File: config.mk
export PLATFORM = sky130hd
export DESIGN_NAME = apsphc_ctrl
export DESIGN_NICKNAME = d
export VERILOG_FILES = /design/src/rtl/apsphc_pkg.sv /design/src/rtl/apsphc_ctrl.sv
export SDC_FILE = /design/constraint.sdc
export NUM_CORES = 1
export LEC_CHECK = 0
export BUFFER_PORTS_ARGS = -buffer_cell sky130_fd_sc_hd__buf_2
export CAP_MARGIN = 15
export CORE_MARGIN = 1
export CORE_UTILIZATION = 52
export CTS_CLUSTER_DIAMETER = 40
export DETAILED_ROUTE_END_ITERATION = 16
export PLACE_DENSITY = 0.76
export RECOVER_POWER = 100
export SETUP_SLACK_MARGIN = 0.4
export SLEW_MARGIN = 30
export SYNTH_ARGS = -nofsm -noshare
export SYNTH_HDL_FRONTEND = slang
export SYNTH_SLANG_ARGS = --single-unit
File: constraint.sdc
create_clock -name i_clk -period 1.9 [get_ports i_clk]
set_input_delay 0.38 -clock i_clk [delete_from_list [all_inputs] [get_ports i_clk]]
set_output_delay 0.38 -clock i_clk [all_outputs]
set_load 0.03 [all_outputs]
File: src/rtl/apsphc_pkg.sv
// Shared constants and the controller and datapath types for the shortest path hop check.
`default_nettype none

package apsphc_pkg;

    // Default sizes of the node tables and of an edge weight.
    localparam int MAX_NODES_DEF   = 16;
    localparam int WEIGHT_BITS_DEF = 16;

    // Fixed field widths of the item streams and the node count register.
    localparam int NODE_BITS  = 4;
    localparam int CFG_BITS   = 5;
    localparam int OUT_DATA_W = 8;

    localparam logic [CFG_BITS-1:0] NODE_COUNT_RST = 5'd16;

    // Action code of an input item; the other code adds an edge.
    localparam logic ACTION_RUN = 1'b1;

    // Datapath operations issued by the controller, one per cycle.
    typedef enum logic [3:0] {
        OP_NONE,
        OP_EDGE_RD,
        OP_EDGE_WR,
        OP_RUN_START,
        OP_IK_RD,
        OP_IK_LATCH,
        OP_J_RD,
        OP_J_SUM,
        OP_J_WR,
        OP_CHK_RD,
        OP_CHK_EVAL,
        OP_EMIT,
        OP_CLR_WR
    } t_dp_op;

    // Status returned from the datapath to the controller.
    typedef struct packed {
        logic ik_reach;
        logic out_free;
    } t_dp_status;

endpackage

`default_nettype wire

File: src/rtl/apsphc_ctrl.sv
// Controller: item acceptance, node count register and the loop sequencer over k, i and j.
`default_nettype none

module apsphc_ctrl
    import apsphc_pkg::*;
#(
    parameter int MAX_NODES = MAX_NODES_DEF,
    localparam int IDX_W = $clog2(MAX_NODES)
) (
    input  logic                i_clk,
    input  logic                i_rst_n,
    input  logic                i_cfg_wr_en,
    input  logic [CFG_BITS-1:0] i_cfg_wr_data,
    input  logic                i_in_valid,
    input  logic                i_in_action,
    output logic                o_in_ready,
    input  t_dp_status          i_status,
    output t_dp_op              o_op,
    output logic [IDX_W-1:0]    o_k,
    output logic [IDX_W-1:0]    o_i,
    output logic [IDX_W-1:0]    o_j
);

    typedef enum logic [10:0] {
        ST_IDLE     = 11'b000_0000_0001,
        ST_EDGE_WR  = 11'b000_0000_0010,
        ST_IK_RD    = 11'b000_0000_0100,
        ST_IK_LATCH = 11'b000_0000_1000,
        ST_J_RD     = 11'b000_0001_0000,
        ST_J_SUM    = 11'b000_0010_0000,
        ST_J_WR     = 11'b000_0100_0000,
        ST_CHK_RD   = 11'b000_1000_0000,
        ST_CHK_EVAL = 11'b001_0000_0000,
        ST_EMIT     = 11'b010_0000_0000,
        ST_CLEAR    = 11'b100_0000_0000
    } t_state;

    t_state              r_state;
    t_state              n_state;
    logic [IDX_W-1:0]    r_k;
    logic [IDX_W-1:0]    n_k;
    logic [IDX_W-1:0]    r_i;
    logic [IDX_W-1:0]    n_i;
    logic [IDX_W-1:0]    r_j;
    logic [IDX_W-1:0]    n_j;
    logic [IDX_W-1:0]    r_n_last;
    logic [IDX_W-1:0]    n_n_last;
    logic [CFG_BITS-1:0] r_node_count;

    logic [IDX_W-1:0] w_n_last;
    logic             w_last_k;
    logic             w_last_i;
    logic             w_last_j;
    t_state           w_row_state;
    logic [IDX_W-1:0] w_row_k;
    logic [IDX_W-1:0] w_row_i;

    // Node count clamped to the table size; zero acts as one node.
    always_comb begin
        if (r_node_count == '0) begin
            w_n_last = '0;
        end else if (32'(r_node_count) > 32'(MAX_NODES)) begin
            w_n_last = IDX_W'(MAX_NODES - 1);
        end else begin
            w_n_last = IDX_W'(r_node_count - CFG_BITS'(1));
        end
    end

    assign w_last_k = (r_k == r_n_last);
    assign w_last_i = (r_i == r_n_last);
    assign w_last_j = (r_j == r_n_last);

    // Step to the next (k, i) row, or on to the verdict scan after the last one.
    always_comb begin
        w_row_k = r_k;
        w_row_i = r_i + IDX_W'(1);
        w_row_state = ST_IK_RD;
        if (w_last_i) begin
            w_row_i = '0;
            if (w_last_k) begin
                w_row_state = ST_CHK_RD;
            end else begin
                w_row_k = r_k + IDX_W'(1);
            end
        end
    end

    // Next state and datapath operation.
    always_comb begin
        n_state  = r_state;
        n_k      = r_k;
        n_i      = r_i;
        n_j      = r_j;
        n_n_last = r_n_last;
        o_op     = OP_NONE;
        case (r_state)
            ST_IDLE: begin
                if (i_in_valid) begin
                    if (i_in_action == ACTION_RUN) begin
                        o_op     = OP_RUN_START;
                        n_n_last = w_n_last;
                        n_k      = '0;
                        n_i      = '0;
                        n_state  = ST_IK_RD;
                    end else begin
                        o_op    = OP_EDGE_RD;
                        n_state = ST_EDGE_WR;
                    end
                end
            end
            ST_EDGE_WR: begin
                o_op    = OP_EDGE_WR;
                n_state = ST_IDLE;
            end
            ST_IK_RD: begin
                o_op    = OP_IK_RD;
                n_state = ST_IK_LATCH;
            end
            ST_IK_LATCH: begin
                o_op = OP_IK_LATCH;
                if (i_status.ik_reach) begin
                    n_j     = '0;
                    n_state = ST_J_RD;
                end else begin
                    n_k     = w_row_k;
                    n_i     = w_row_i;
                    n_j     = '0;
                    n_state = w_row_state;
                end
            end
            ST_J_RD: begin
                o_op    = OP_J_RD;
                n_state = ST_J_SUM;
            end
            ST_J_SUM: begin
                o_op    = OP_J_SUM;
                n_state = ST_J_WR;
            end
            ST_J_WR: begin
                o_op = OP_J_WR;
                if (w_last_j) begin
                    n_k     = w_row_k;
                    n_i     = w_row_i;
                    n_j     = '0;
                    n_state = w_row_state;
                end else begin
                    n_j     = r_j + IDX_W'(1);
                    n_state = ST_J_RD;
                end
            end
            ST_CHK_RD: begin
                o_op    = OP_CHK_RD;
                n_state = ST_CHK_EVAL;
            end
            ST_CHK_EVAL: begin
                o_op = OP_CHK_EVAL;
                if (w_last_j) begin
                    n_j = '0;
                    if (w_last_i) begin
                        n_state = ST_EMIT;
                    end else begin
                        n_i     = r_i + IDX_W'(1);
                        n_state = ST_CHK_RD;
                    end
                end else begin
                    n_j     = r_j + IDX_W'(1);
                    n_state = ST_CHK_RD;
                end
            end
            ST_EMIT: begin
                if (i_status.out_free) begin
                    o_op    = OP_EMIT;
                    n_i     = '0;
                    n_j     = '0;
                    n_state = ST_CLEAR;
                end
            end
            ST_CLEAR: begin
                o_op = OP_CLR_WR;
                n_j  = r_j + IDX_W'(1);
                if (&r_j) begin
                    n_i = r_i + IDX_W'(1);
                    if (&r_i) begin
                        n_state = ST_IDLE;
                    end
                end
            end
            default: begin
                n_state = ST_IDLE;
            end
        endcase
    end

    // State, loop counters and node count register.
    always_ff @(posedge i_clk) begin
        if (!i_rst_n) begin
            r_state      <= ST_CLEAR;
            r_k          <= '0;
            r_i          <= '0;
            r_j          <= '0;
            r_n_last     <= '0;
            r_node_count <= NODE_COUNT_RST;
        end else begin
            r_state  <= n_state;
            r_k      <= n_k;
            r_i      <= n_i;
            r_j      <= n_j;
            r_n_last <= n_n_last;
            if (i_cfg_wr_en) begin
                r_node_count <= i_cfg_wr_data;
            end
        end
    end

    assign o_in_ready = (r_state == ST_IDLE);
    assign o_k        = r_k;
    assign o_i        = r_i;
    assign o_j        = r_j;

endmodule

`default_nettype wire

==> metrics.md <==
| Metric | Value |
|---|---|
| Synth Instances | `244` |
| Ant. Diodes | `0` |
| Via Count | `2692` |
| Die Width | `65.2 um` |
| Synth Flop Type | `dfxtp_1` |
| R2R Path Start | `r_state[1]$_SDFFE_PN0P_` |
| Final hold vios | `0` |
| DIE AREA | `4260 um2` |
| Post-route ant nets | `0` |
| Port Buffers | `28` |
| Worst EP required | `1.52 ns` |
| Synth area leader | `dfxtp_1` |
| NumNets Final | `369` |
| CTS root buffer | `clkbuf_8` |
| Status | `finished with violations` |
| WP buf/inv | `4` |
| Total GRT Usage | `37.6%` |
| Top cell family by delay on the critical path | `buffers and inverters` |
| Worst hold path type | `in2reg` |
| Worst slew pin tran | `0.783 ns` |
| CP arrival | `2.10 ns` |
| Startpoint types | `register` |
| Register area | `661 um2` |
| Antenna violations before repair | `1` |
| Pleak | `1.54 nW` |
| Worst-Skew Late Latency | `0.30 ns` |
| First DRT Iteration DRCs | `444` |
| Num CTS Buffers | `5` |
| Top cells by area, synth | `dfxtp_1, xor2_1, nor2b_1, nand2_1, mux2i_1` |
| Critical path launch point | `r_state[3]$_SDFFE_PN0P_` |
| I/O pins | `29` |
| Pre-Repair DR Iteration Count | `6` |
| Yosys cell types | `57` |
| Critical path peak fanout | `5` |
| Final Skew | `0.0205 ns` |
| Hold WS | `0.329 ns` |
| CP max stage cell | `dfxtp_1` |
| Syn_area_per_cell | `8.52 um2` |
| Clock buffer depth | `2` |
| Fin crit share | `131%` |
| Final WS setup | `-0.582 ns` |
| Footprint of the multi-input gates | `1610 um2` |
| Worst path cell trace | `buf_12 > buf_4 > nor4_2 > buf_4 > nand4_1 > a21boi_0 > nand4_1 > buf_6` |
| Layout fillers | `168` |
| Clk sinks | `32` |
| Row count | `22` |
| Tmin final | `2.48 ns` |
| Synth Register Bits | `32` |
| CP peak stage delay | `0.51 ns` |
| VDD IR-drop max | `0.000665 V` |
| Synthesis Warnings | `0` |
| First-pass GRT wire length | `11.9 mm` |
| Power, Total | `2.34 mW` |
| Final Max Slew Viols | `0` |
| Share of cells above drive strength 1 | `48.9%` |
| GP Congestion | `0.908` |
| Register area share after synthesis | `30.8%` |
| TritonCTS clock tree | `done` |
| Rel. slew slack | `47.8%` |
| Grt total ovfl | `0` |
| Hold_sp | `i_cfg_wr_data[4]` |
| Fmax | `0.403 GHz` |
| CP endpoint kind | `output port` |
| Critical path class | `reg2out` |
| Drt drc | `0` |
| Drt total wl | `9.37 mm` |
| Setup repair after global routing missed its margin | `yes` |
| Mapped cell area | `2080 um2` |
| Hold-fix buffers at CTS | `0` |
| Post-synth EDFFs | `0` |
| Failing checks | `negative setup slack` |
| Cells after DPL | `373` |
| Drt via density | `6.70` |
| Fraction of registers with async set/reset | `0%` |
| Post-DP HPWL | `4.56 mm` |
| Final std cells w/o fill | `402` |
| PwrDens | `692 nW/um2` |
| Mapped Nets | `260` |
| Clock transition at path regs | `0.09 ns` |
| Starting density of the core | `55.5%` |
| Max Cap Viol | `0` |
| Die height | `65.2 um` |
| Core box area | `3740 um2` |
| Vias in the first global route | `2449` |
| H-tree depth | `2` |
| Endpoints failing setup | `29` |
| P&R area growth vs syn | `62.6%` |
| Largest net degree at the start of global routing | `18` |
| Top cell type's share of synthesized area | `30.8%` |
| WL/cell | `23.3 um` |
==> sequential cells by signal (all words and copies together) (netlist names) <==
name,cells
r_state,11
r_node_count,5
o_i,4
o_j,4
o_k,4
r_n_last,4
==> tightest hold or removal path, delay by kind of cell <==
family,cells,cell delay (ns)
buf+inv,1,0.09
simple gates,1,0.04
compound gates,1,0.06
==> layout make-up <==
class	instances	area share, %
multi-input combinational	190	47.6
timing repair buffer	115	26.6
sequential	32	19.5
clock buffer	6	2.15
tap	48	1.78
inverter	9	1.37
clock inverter	2	1.04
==> worst paths after layout <==
| check | slack, ns | endpoint | depth (start not counted) |
|---|---|---|---|
| min | 0.33 | r_node_count[4]$_SDFFE_PN1P_ | 3 |
| min reg2reg | 0.54 | o_k[3]$_SDFFE_PN0P_ | 2 |
| max reg2reg | -0.50 | o_i[3]$_SDFFE_PN0P_ | 8 |
| max | -0.58 | o_op[1] | 8 |
==> cell usage after synthesis, types with 2 or more instances <==
cell,n
dfxtp_1,32
nand2_1,23
nor2b_1,14
xor2_1,12
nand3_1,11
nor2_1,11
nand4_1,10
o21ai_0,9
inv_1,8
nor3_1,8
mux2i_1,7
clkbuf_1,6
nor3b_1,6
buf_2,5
nor4_1,5
xnor2_1,5
a21oi_1,4
ha_1,4
nor4b_1,4
o211a_1,4
or3_1,4
a21boi_0,3
o211ai_1,3
o21a_1,3
a22oi_1,2
a31oi_1,2
and3_1,2
maj3_1,2
nand2b_1,2
nand3_4,2
nor4_2,2
o221a_1,2
o22ai_1,2
or3b_1,2
==> cells in the final DEF (no fill, tap or decap), drive strengths merged, types with 3 or more instances in the layout <==
cell,count
nor2b,14
nand3,13
xor2,12
nor3,9
o211a,4
xnor2,5
o21ai,10
a21boi,5
ha,4
o211ai,3
or3,4
clkbuf,21
nand2,23
dfxtp,32
nor4b,5
buf,100
a21oi,4
nor2,12
mux2i,7
nand4,10
nor3b,6
inv,8
nor4,7
o21a,4
==> kinds of logic after synthesis <==
logic type | Yosys count | share of synthesized area, %
buffers and inverters | 22 | 4.87
muxes | 7 | 3.37
AOI/OAI and AO/OA | 46 | 17.0
DFF | 32 | 30.8
adders and majority gates | 6 | 3.37
xor gates and xnor gates | 17 | 7.16
and+or+nand+nor | 114 | 33.5
==> what timing repair did <==
item	4_1_cts	5_1_grt
pin swaps	19	11
setup buffers	14	7
resized for setup	52	22
endpoints found under the setup margin	32	32
==> per-layer routing <==
layer	GRT usage, %	routed length (um)
met2	62.8	4280
met3	10.2	1090
met1	45.0	3350
met4	15.8	638
met5	0	13
==> power by group <==
group	leakage (nW)	internal [mW]	switching, mW	total (mW)
Sequential	0.265	0.706	0.0315	0.737
Combinational	1.22	0.409	0.514	0.923
Clock	0.0552	0.390	0.291	0.680
Total	1.54	1.50	0.836	2.34
==> per-stage QoR <==
stage | setup slack (ns) | util (%) | setup TNS (ns) | instance area [um2]
2_1_floorplan | -0.215 | - | -1.46 | 2180
3_3_place_gp | -0.164 | 75.2 | -1.76 | 2820
3_5_place_dp | -0.192 | 75.2 | -2.31 | 2820
4_1_cts | -0.397 | 86.4 | -4.67 | 3230
5_1_grt | -0.629 | 90.3 | -9.86 | 3380
6_report | -0.582 | 90.3 | -9.51 | 3380
Power figures use the tool's default switching activity.
